**src/design/bsc_pkg.sv**
```systemverilog
// ----------------------------------------------------------------------------
// bsc_pkg: shared types and constants for the barometric compensation block
// Register indexes, field widths and the shared multiplier request and response types.
// ----------------------------------------------------------------------------
package bsc_pkg;

   localparam int unsigned PressurePerTemp = 4;
   localparam int unsigned PhaseW = 3;

   localparam int unsigned AdcW   = 24;
   localparam int unsigned CoefW  = 16;
   localparam int unsigned TofsW  = 12;
   localparam int unsigned TempW  = 15;
   localparam int unsigned PresW  = 17;
   localparam int unsigned AccW   = 66;

   localparam logic [AdcW-1:0] AdcAllOnes = '1;

   localparam logic [2:0] RegSens     = 3'd0;
   localparam logic [2:0] RegOff      = 3'd1;
   localparam logic [2:0] RegTcs      = 3'd2;
   localparam logic [2:0] RegTco      = 3'd3;
   localparam logic [2:0] RegTref     = 3'd4;
   localparam logic [2:0] RegTempsens = 3'd5;
   localparam logic [2:0] RegTofs     = 3'd6;

   localparam logic signed [AccW-1:0] TempMin = -66'sd8000;
   localparam logic signed [AccW-1:0] TempMax = 66'sd12000;
   localparam logic signed [AccW-1:0] PresMax = 66'sd131071;

   // Multiply request to the shared serial multiplier.
   typedef struct packed {
      logic                   start;
      logic signed [AccW-1:0] a;
      logic signed [AccW-1:0] b;
   } mul_req_type;

   typedef struct packed {
      logic                   done;
      logic signed [AccW-1:0] p;
   } mul_rsp_type;

endpackage

```
**src/design/baro_sample_sequencer_compensation.sv**
```systemverilog
// ----------------------------------------------------------------------------
// baro_sample_sequencer_compensation: sample sequencer with 2nd-order comp
// One temperature then four pressure results; each pressure beat yields
// compensated temperature and pressure in 0.01 units.
// ----------------------------------------------------------------------------
//  channel  dir  handshake        payload
//  req      in   valid / stall    adc_value
//  rsp      out  valid / stall    next_conversion, sample_rejected,
//                                 values_valid, temperature_centi, pressure_centi
//  csr      in   valid / ready    index, data
//
// Rejected and temperature beats pass through S_OUT before they show up on rsp.
// A pressure beat runs a sequencer over one shared serial multiplier: four
// products, two more below 20.00 deg and a third below -15.00 deg. Each
// product runs until the remaining bits of its multiplier operand are zero.
// Reset is synchronous and clears control and the calibration registers.
// req_stall is high while an item is at work or a result waits;
// rsp_stall holds the result register.
// ----------------------------------------------------------------------------
module baro_sample_sequencer_compensation (
   input  logic         clock,
   input  logic         reset,
   input  logic         req_valid,
   output logic         req_stall,
   input  logic [23:0]  req_adc_value,
   output logic         rsp_valid,
   input  logic         rsp_stall,
   output logic         rsp_next_conversion,
   output logic         rsp_sample_rejected,
   output logic         rsp_values_valid,
   output logic signed [14:0] rsp_temperature_centi,
   output logic [16:0]  rsp_pressure_centi,
   input  logic         csr_valid,
   output logic         csr_ready,
   input  logic [2:0]   csr_index,
   input  logic [15:0]  csr_data
);
   localparam int unsigned W = bsc_pkg::AccW;

   typedef enum logic [3:0] {
      S_IDLE, S_TEMP, S_OFF, S_SENS, S_DT2, S_A, S_B, S_FIX, S_P, S_DONE, S_OUT
   } state_type;

   state_type state_ff;

   // calibration registers
   logic [15:0] c1_ff, c2_ff, c3_ff, c4_ff, c5_ff, c6_ff;
   logic signed [11:0] tofs_ff;

   logic [2:0]  phase_ff;
   logic [23:0] d2_ff, d1_ff;
   logic signed [W-1:0] dt_ff, temp_ff, off_ff, sens_ff, t2_ff, off2_ff, sens2_ff;

   bsc_pkg::mul_req_type mreq;
   bsc_pkg::mul_rsp_type mrsp;
   logic                 wait_ff;

   // result register
   logic rv_ff, nc_ff, rj_ff, vv_ff;
   logic signed [14:0] tc_ff;
   logic [16:0] pc_ff;

   logic signed [W-1:0] mp, tsum, pval;

   bsc_mul u_mul (.clock(clock), .reset(reset), .req(mreq), .rsp(mrsp));

   assign mp = mrsp.p;
   assign csr_ready = 1'b1;
   assign req_stall = (state_ff != S_IDLE) || rv_ff;
   assign tsum = temp_ff + W'(tofs_ff);
   assign pval = off_ff >>> 15;

   // operand selection for the step issued in each state
   always_comb begin
      mreq.start = 1'b0;
      mreq.a = '0;
      mreq.b = '0;
      if (!wait_ff) begin
         case (state_ff)
            S_TEMP: begin mreq.start = 1'b1; mreq.a = dt_ff; mreq.b = W'(c6_ff); end
            S_OFF:  begin mreq.start = 1'b1; mreq.a = dt_ff; mreq.b = W'(c4_ff); end
            S_SENS: begin mreq.start = 1'b1; mreq.a = dt_ff; mreq.b = W'(c3_ff); end
            S_DT2:  begin mreq.start = 1'b1; mreq.a = dt_ff;
                          mreq.b = dt_ff[W-1] ? -dt_ff : dt_ff;
                          mreq.a = dt_ff[W-1] ? -dt_ff : dt_ff; end
            S_A:    begin mreq.start = 1'b1; mreq.a = W'(2000) - temp_ff;
                          mreq.b = (temp_ff[W-1] || temp_ff < W'(2000)) ?
                                   W'(2000) - temp_ff : temp_ff - W'(2000); end
            S_B:    begin mreq.start = 1'b1; mreq.a = temp_ff + W'(1500);
                          mreq.b = -(temp_ff + W'(1500)); end
            S_P:    begin mreq.start = 1'b1; mreq.a = sens_ff; mreq.b = W'(d1_ff); end
            default: ;
         endcase
      end
   end

   always_ff @(posedge clock) begin
      if (reset) begin
         state_ff <= S_IDLE;
         phase_ff <= '0;
         rv_ff    <= 1'b0;
         wait_ff  <= 1'b0;
         c1_ff <= '0; c2_ff <= '0; c3_ff <= '0; c4_ff <= '0;
         c5_ff <= '0; c6_ff <= '0; tofs_ff <= '0;
      end else begin
         if (csr_valid) begin
            case (csr_index)
               bsc_pkg::RegSens:     c1_ff <= csr_data;
               bsc_pkg::RegOff:      c2_ff <= csr_data;
               bsc_pkg::RegTcs:      c3_ff <= csr_data;
               bsc_pkg::RegTco:      c4_ff <= csr_data;
               bsc_pkg::RegTref:     c5_ff <= csr_data;
               bsc_pkg::RegTempsens: c6_ff <= csr_data;
               bsc_pkg::RegTofs:     tofs_ff <= csr_data[11:0];
               default: ;
            endcase
         end
         if (rv_ff && !rsp_stall) rv_ff <= 1'b0;
         if (mreq.start) wait_ff <= 1'b1;
         if (mrsp.done) wait_ff <= 1'b0;
         case (state_ff)
            S_IDLE: begin
               if (req_valid && !rv_ff) begin
                  vv_ff <= 1'b0;
                  tc_ff <= '0;   pc_ff <= '0;
                  if (req_adc_value == '0 || req_adc_value == bsc_pkg::AdcAllOnes) begin
                     rj_ff <= 1'b1;
                     nc_ff <= (phase_ff != '0);
                     state_ff <= S_OUT;
                  end else if (phase_ff == '0) begin
                     rj_ff <= 1'b0;
                     nc_ff <= 1'b1;
                     d2_ff <= req_adc_value;
                     phase_ff <= 3'd1;
                     state_ff <= S_OUT;
                  end else begin
                     rj_ff <= 1'b0;
                     d1_ff <= req_adc_value;
                     dt_ff <= W'(d2_ff) - (W'(c5_ff) <<< 8);
                     state_ff <= S_TEMP;
                  end
               end
            end
            S_TEMP: if (mrsp.done) begin
               temp_ff <= W'(2000) + (mp >>> 23);
               state_ff <= S_OFF;
            end
            S_OFF: if (mrsp.done) begin
               off_ff <= (W'($signed({1'b0, c2_ff})) <<< 16) + (mp >>> 7);
               state_ff <= S_SENS;
            end
            S_SENS: if (mrsp.done) begin
               sens_ff <= (W'($signed({1'b0, c1_ff})) <<< 15) + (mp >>> 8);
               state_ff <= (temp_ff < W'(2000)) ? S_DT2 : S_P;
            end
            S_DT2: if (mrsp.done) begin
               t2_ff <= mp >>> 31;
               state_ff <= S_A;
            end
            S_A: if (mrsp.done) begin
               off2_ff  <= ((mp <<< 2) + mp) >>> 1;
               sens2_ff <= ((mp <<< 2) + mp) >>> 2;
               state_ff <= (temp_ff < -W'(1500)) ? S_B : S_FIX;
            end
            S_B: if (mrsp.done) begin
               // mp = a * b = -(temp + 1500)^2
               off2_ff  <= off2_ff - ((mp <<< 3) - mp);
               sens2_ff <= sens2_ff + ((-((mp <<< 3) + (mp <<< 1) + mp)) >>> 1);
               state_ff <= S_FIX;
            end
            S_FIX: begin
               temp_ff <= temp_ff - t2_ff;
               off_ff  <= off_ff - off2_ff;
               sens_ff <= sens_ff - sens2_ff;
               state_ff <= S_P;
            end
            S_P: if (mrsp.done) begin
               off_ff <= (mp >>> 21) - off_ff;
               state_ff <= S_DONE;
            end
            S_DONE: begin
               vv_ff <= 1'b1;
               if (tsum < bsc_pkg::TempMin) tc_ff <= -15'sd8000;
               else if (tsum > bsc_pkg::TempMax) tc_ff <= 15'sd12000;
               else tc_ff <= tsum[14:0];
               if (pval[W-1]) pc_ff <= '0;
               else if (pval > bsc_pkg::PresMax) pc_ff <= '1;
               else pc_ff <= pval[16:0];
               if (phase_ff >= 3'(bsc_pkg::PressurePerTemp)) begin
                  phase_ff <= '0;
                  nc_ff <= 1'b0;
               end else begin
                  phase_ff <= phase_ff + 3'd1;
                  nc_ff <= 1'b1;
               end
               state_ff <= S_OUT;
            end
            S_OUT: begin
               rv_ff <= 1'b1;
               state_ff <= S_IDLE;
            end
            default: state_ff <= S_IDLE;
         endcase
      end
   end

   assign rsp_valid             = rv_ff;
   assign rsp_next_conversion   = nc_ff;
   assign rsp_sample_rejected   = rj_ff;
   assign rsp_values_valid      = vv_ff;
   assign rsp_temperature_centi = tc_ff;
   assign rsp_pressure_centi    = pc_ff;

endmodule

```
**src/design/bsc_mul.sv**
```systemverilog
// ----------------------------------------------------------------------------
// bsc_mul: shared shift-add multiplier
// Signed multiply, two bits of the multiplier per cycle. Stops once the
// remaining multiplier bits are zero.
// ----------------------------------------------------------------------------
module bsc_mul (
   input  logic                 clock,
   input  logic                 reset,
   input  bsc_pkg::mul_req_type req,
   output bsc_pkg::mul_rsp_type rsp
);
   localparam int unsigned W = bsc_pkg::AccW;

   logic signed [W-1:0] acc_ff, acc_in;
   logic signed [W-1:0] mcand_ff, mcand_in;
   logic        [W-1:0] mplier_ff, mplier_in;
   logic                busy_ff, busy_in;
   logic                done_ff, done_in;
   logic signed [W-1:0] part;

   // Modulo 2^W arithmetic gives the exact signed product when it fits.
   always_comb begin
      part = '0;
      if (mplier_ff[0]) part = mcand_ff;
      if (mplier_ff[1]) part = part + (mcand_ff <<< 1);
   end

   always_comb begin
      acc_in    = acc_ff;
      mcand_in  = mcand_ff;
      mplier_in = mplier_ff;
      busy_in   = busy_ff;
      done_in   = 1'b0;
      if (req.start) begin
         acc_in    = '0;
         mcand_in  = req.a;
         mplier_in = req.b;
         busy_in   = 1'b1;
      end else if (busy_ff) begin
         acc_in    = acc_ff + part;
         mcand_in  = mcand_ff <<< 2;
         mplier_in = mplier_ff >> 2;
         if ((mplier_ff >> 2) == '0) begin
            busy_in = 1'b0;
            done_in = 1'b1;
         end
      end
   end

   always_ff @(posedge clock) begin
      if (reset) begin
         busy_ff <= 1'b0;
         done_ff <= 1'b0;
      end else begin
         busy_ff <= busy_in;
         done_ff <= done_in;
      end
      acc_ff    <= acc_in;
      mcand_ff  <= mcand_in;
      mplier_ff <= mplier_in;
   end

   assign rsp.done = done_ff;
   assign rsp.p    = acc_ff;

endmodule
```
**config.mk**
```make
export PLATFORM = sky130hd
export DESIGN_NAME = baro_sample_sequencer_compensation
export DESIGN_NICKNAME = d
export VERILOG_FILES = /design/src/design/bsc_pkg.sv /design/src/design/baro_sample_sequencer_compensation.sv /design/src/design/bsc_mul.sv
export SDC_FILE = /design/constraint.sdc
export NUM_CORES = 2
export LEC_CHECK = 0
export BUFFER_PORTS_ARGS = -buffer_cell sky130_fd_sc_hd__clkbuf_2
export CORE_ASPECT_RATIO = 0.8
export CORE_UTILIZATION = 60
export CTS_CLUSTER_SIZE = 30
export DETAILED_ROUTE_END_ITERATION = 8
export HOLD_SLACK_MARGIN = 0.03
export PLACE_DENSITY = 0.75
export SLEW_MARGIN = 20
export SYNTH_ARGS = -nofsm -noshare
export SYNTH_HDL_FRONTEND = slang
export SYNTH_SLANG_ARGS = --single-unit
```
**constraint.sdc**
```tcl
create_clock -name clock -period 33.3 [get_ports clock]
set_clock_uncertainty 0.05 [all_clocks]
set_input_delay 6.66 -clock clock [delete_from_list [all_inputs] [get_ports clock]]
set_output_delay 6.66 -clock clock [all_outputs]
set_load 0.05 [all_outputs]
```
==> flow_metrics.py <==
metrics = {
    "die": {
        "die-area_um2": 147000,
        "io_pins": 86,
        "start_util": 0.6073,
        "die_w_um": 428.3,
        "core_area_um2": 143700,
        "die_y_um": 343.1,
        "rows": 124,
    },
    "pwr": {
        "finalPower_mw": 11.14,
        "powerDensity_nw_per_um2": 119.9,
        "ir_drop_mv": 0.1634,
        "p_leak_nw": 39.50,
    },
    "finish": {
        "stdcell_count": 12490,
        "area_growth_syn_to_layout_pct": 6.446,
        "regArea_um2": 21880,
        "nets": 11580,
        "multiInputGateArea_um2": 61280,
        "drive_gt1_frac": 0.05721,
        "post-route-util": 0.6464,
        "fillers": 12380,
        "fin_area_um2": 92870,
    },
    "critical_path": {
        "reg2reg_depth": 28,
        "r2r_slack_ns": 24.38,
        "cp-start-kind": "flip-flop",
        "crit_fanout": 20,
        "r2r_start": "u_mul.acc_ff[8]$_SDFFE_PP0P_",
        "reg2reg_to": "sens2_ff[65]$_DFFE_PP_",
        "crit_slowest_cell": "nor4_1",
        "path_cells": "nor4_1 -> nand2b_1 -> clkbuf_2",
        "required_ns": 26.59,
        "cp_data_arrival_time_ns": 2.45,
        "cp_num_buf_inv": 1,
        "cp-end-kind": "output port",
        "slowest_delay_ns": 0.77,
        "path_delay_family": "simple AND/OR/NAND/NOR gates",
        "startpoint": "state_ff[1]$_SDFFE_PP0P_",
        "path_class": "reg -> out",
    },
    "placement": {
        "dpl.hpwl_um": 247400,
        "dpl-instance-area_um2": 89570,
        "portBuffers": 84,
        "place_inst": 12310,
        "routabilityCongestion": 1.033,
    },
    "timing": {
        "post-route-period-util": 0.2751,
        "tns_ns": 0,
        "fmaxAchievable_mhz": 109.1,
        "worst_slew_pin_slew_ns": 1.312,
        "finalCriticalPeriod_ns": 9.162,
        "timing.final.hold_violations": 0,
        "worst_slew_margin_rel": 0.1140,
        "setup_violations": 0,
        "report.final.slew_viol_count": 0,
        "rsz0062_at_grt": "no",
    },
    "synthesis": {
        "ys_seq_elements": 790,
        "synth_edf_count": 605,
        "yosysMostFrequentCell": "nand2_1",
        "syn_area_um2": 87250,
        "synth-seq-area-share": 0.2507,
        "syn_nets": 11720,
        "ys_types": 108,
        "synth-async-reset-ratio": 0,
        "syn_inst": 10660,
        "ys.flop_type": "edfxtp_1",
        "synth_area_leader_cell": "edfxtp_1",
        "synth.area.top_cells": "edfxtp_1 (21%), ha_1 (13%), xnor2_1 (6.3%)",
        "yosys.area.top_type_share": 0.2082,
        "syn_avg_cell_area_um2": 8.186,
        "synth_commonest_cells": "nand2_1 (1,054), a21oi_1 (951), ha_1 (881)",
        "synth_warnings": 0,
    },
    "cts": {
        "cts_root_buffer": "clkbuf_16",
        "clk_path_buf_depth": 3,
        "insertion_delay_ns": 0.78,
        "clock_sinks": 790,
        "path_clk_slew_ns": 0.06,
        "tritoncts": "yes",
        "post_cts_buffers": 0,
        "ctsHoldBuffers": 0,
        "htree_levels": 3,
        "cts_resized": 0,
        "numCtsBuffers": 92,
    },
    "drt": {
        "drc": 0,
        "first_pass_iters": 8,
        "vias": 84670,
        "finalWirelength_um": 326900,
        "drt_iter0_drc": 11470,
        "postRouteAntennaNets": 0,
        "vias_per_cell": 6.781,
        "wl_per_cell_um": 26.19,
    },
    "hold_path": {
        "hold_depth": 0,
        "min_to": "dt_ff[6]$_DFFE_PP_",
        "hold_path.class": "reg -> reg",
        "hold_path.startpoint": "d2_ff[6]$_DFFE_PP_",
    },
    "global_routing": {
        "grt_max_degree": 170,
        "antenna_found_initial": 9,
        "grt.overflow.total": 0,
        "gr-usage-all-layers": 0.4273,
        "grt_pass1_vias": 77600,
        "grt_pass1_wl_um": 482200,
    },
    "flow_run": {
        "max_cap_viol_count": 0,
    },
    "status": {
        "outcome": "finished clean",
    },
}
where the power goes:
group          leakage [nW]  switching [mW]  internal [mW]  total (mW)
Sequential             7.13           0.160           1.36        1.52
Combinational          30.8            5.15           3.36        8.51
Clock                  1.57           0.497          0.616        1.11
Total                  39.5            5.81           5.33        11.1
stage by stage:
step / setup slack [ns] / hold slack, ns
after floorplan: 15.89 / 0.3503
after global placement: 24.23 / 0.3665
after detailed placement: 24.18 / 0.3626
after CTS: 24.11 / 0.3803
after global routing: 24.00 / 0.3885
final: 24.14 / 0.3799
layout by cell type, fill, tap and decap left out, types with 41 or more instances in the layout:
cell type	Yosys	final
a211oi_1	84	84
a21o_1	528	528
a21oi_1	951	949
a221oi_1	84	84
a22oi_1	92	92
a31oi_1	109	108
and2_1	119	119
and3_1	130	130
buf_4	1	143
clkbuf_16	0	97
clkbuf_2	0	83
dfxtp_1	185	183
edfxtp_1	605	605
fa_1	136	136
ha_1	881	881
inv_1	679	678
mux2_2	67	67
mux2i_1	66	66
nand2_1	1054	1051
nand2b_1	92	92
nand3_1	250	250
nand4_1	166	166
nor2_1	739	728
nor2b_1	100	100
nor3_1	176	170
nor4_1	95	88
o211ai_1	41	41
o21a_1	135	135
o21ai_0	705	704
o21bai_1	132	132
o221ai_1	54	54
o22ai_1	44	44
o31ai_1	60	59
or3_1	63	63
xnor2_1	624	623
xor2_1	381	381
per-layer routing:
metal  vias to the layer above  track usage  wire length, um  part of all wire
li1                      38710            -                -                 -
met1                     39970       0.5951           134900              0.41
met2                      5096       0.6082           131400              0.40
met3                       878       0.1116            41560              0.13
met4                        12       0.2158            18830             0.058
met5                         -            0              217           0.00066
worst register-to-register path: cells and delay by family, from the launching register on:
| kind | cells | cell delay [ns] |
|---|---|---|
| AO/OA/AOI/OAI | 17 | 5.33 |
| XOR/XNOR | 3 | 0.47 |
| adder cells (fa/ha/maj) | 4 | 1.56 |
| buffers and inverters | 1 | 0.28 |
| flip-flops | 1 | 0.60 |
| AND/OR/NAND/NOR | 3 | 0.34 |
registers in the layout (all words and copies together), names as in the netlist, 12 cells and up:
name / cells
c1_ff: 16
c2_ff: 16
c3_ff: 16
c4_ff: 16
c5_ff: 16
c6_ff: 16
d1_ff: 24
d2_ff: 24
dt_ff: 25
off2_ff: 66
off_ff: 66
rsp_pressure_centi: 17
rsp_temperature_centi: 15
sens2_ff: 66
sens_ff: 66
t2_ff: 35
temp_ff: 66
tofs_ff: 12
u_mul.acc_ff: 66
u_mul.mcand_ff: 66
u_mul.mplier_ff: 66
cells by family (layout without fill, tap and decap cells):
logic type | count (synthesis) | in the layout | synth area share
AOI/OAI and AO/OA | 3400 | 3400 | 0.2517
xor gates and xnor gates | 1006 | 1006 | 0.1011
adders and majority gates | 1017 | 1017 | 0.1575
buffers and inverters | 1149 | 1083 | 0.04991
DFF | 790 | 790 | 0.2507
muxes | 133 | 133 | 0.01622
other | 1 | 4 | 0.00004298
and+or+nand+nor | 3162 | 3162 | 0.1728
cell type report:
class	instances	share of cell area
Sequential cell	790	0.2355
Tap cell	1890	0.02546
Clock inverter	47	0.006211
Multi-Input combinational cell	8719	0.6598
Clock buffer	126	0.02864
Timing Repair Buffer	229	0.01668
Antenna cell	3	0.00008083
Inverter	681	0.02758
worst max path at each step:
| stage | end | slack, ns | cells after the start |
|---|---|---|---|
| 3_3_place_gp | state_ff[1]$_SDFFE_PP0P_ | 24.23 | 10 |
| 3_5_place_dp | state_ff[1]$_SDFFE_PP0P_ | 24.18 | 10 |
| 4_1_cts | req_stall | 24.11 | 3 |
| 5_1_grt | req_stall | 24.00 | 3 |
| 6_report | req_stall | 24.14 | 3 |
| 2_1_floorplan | off2_ff[0]$_DFFE_PP_ | 15.89 | 3 |
Power figures use the tool's default switching activity.
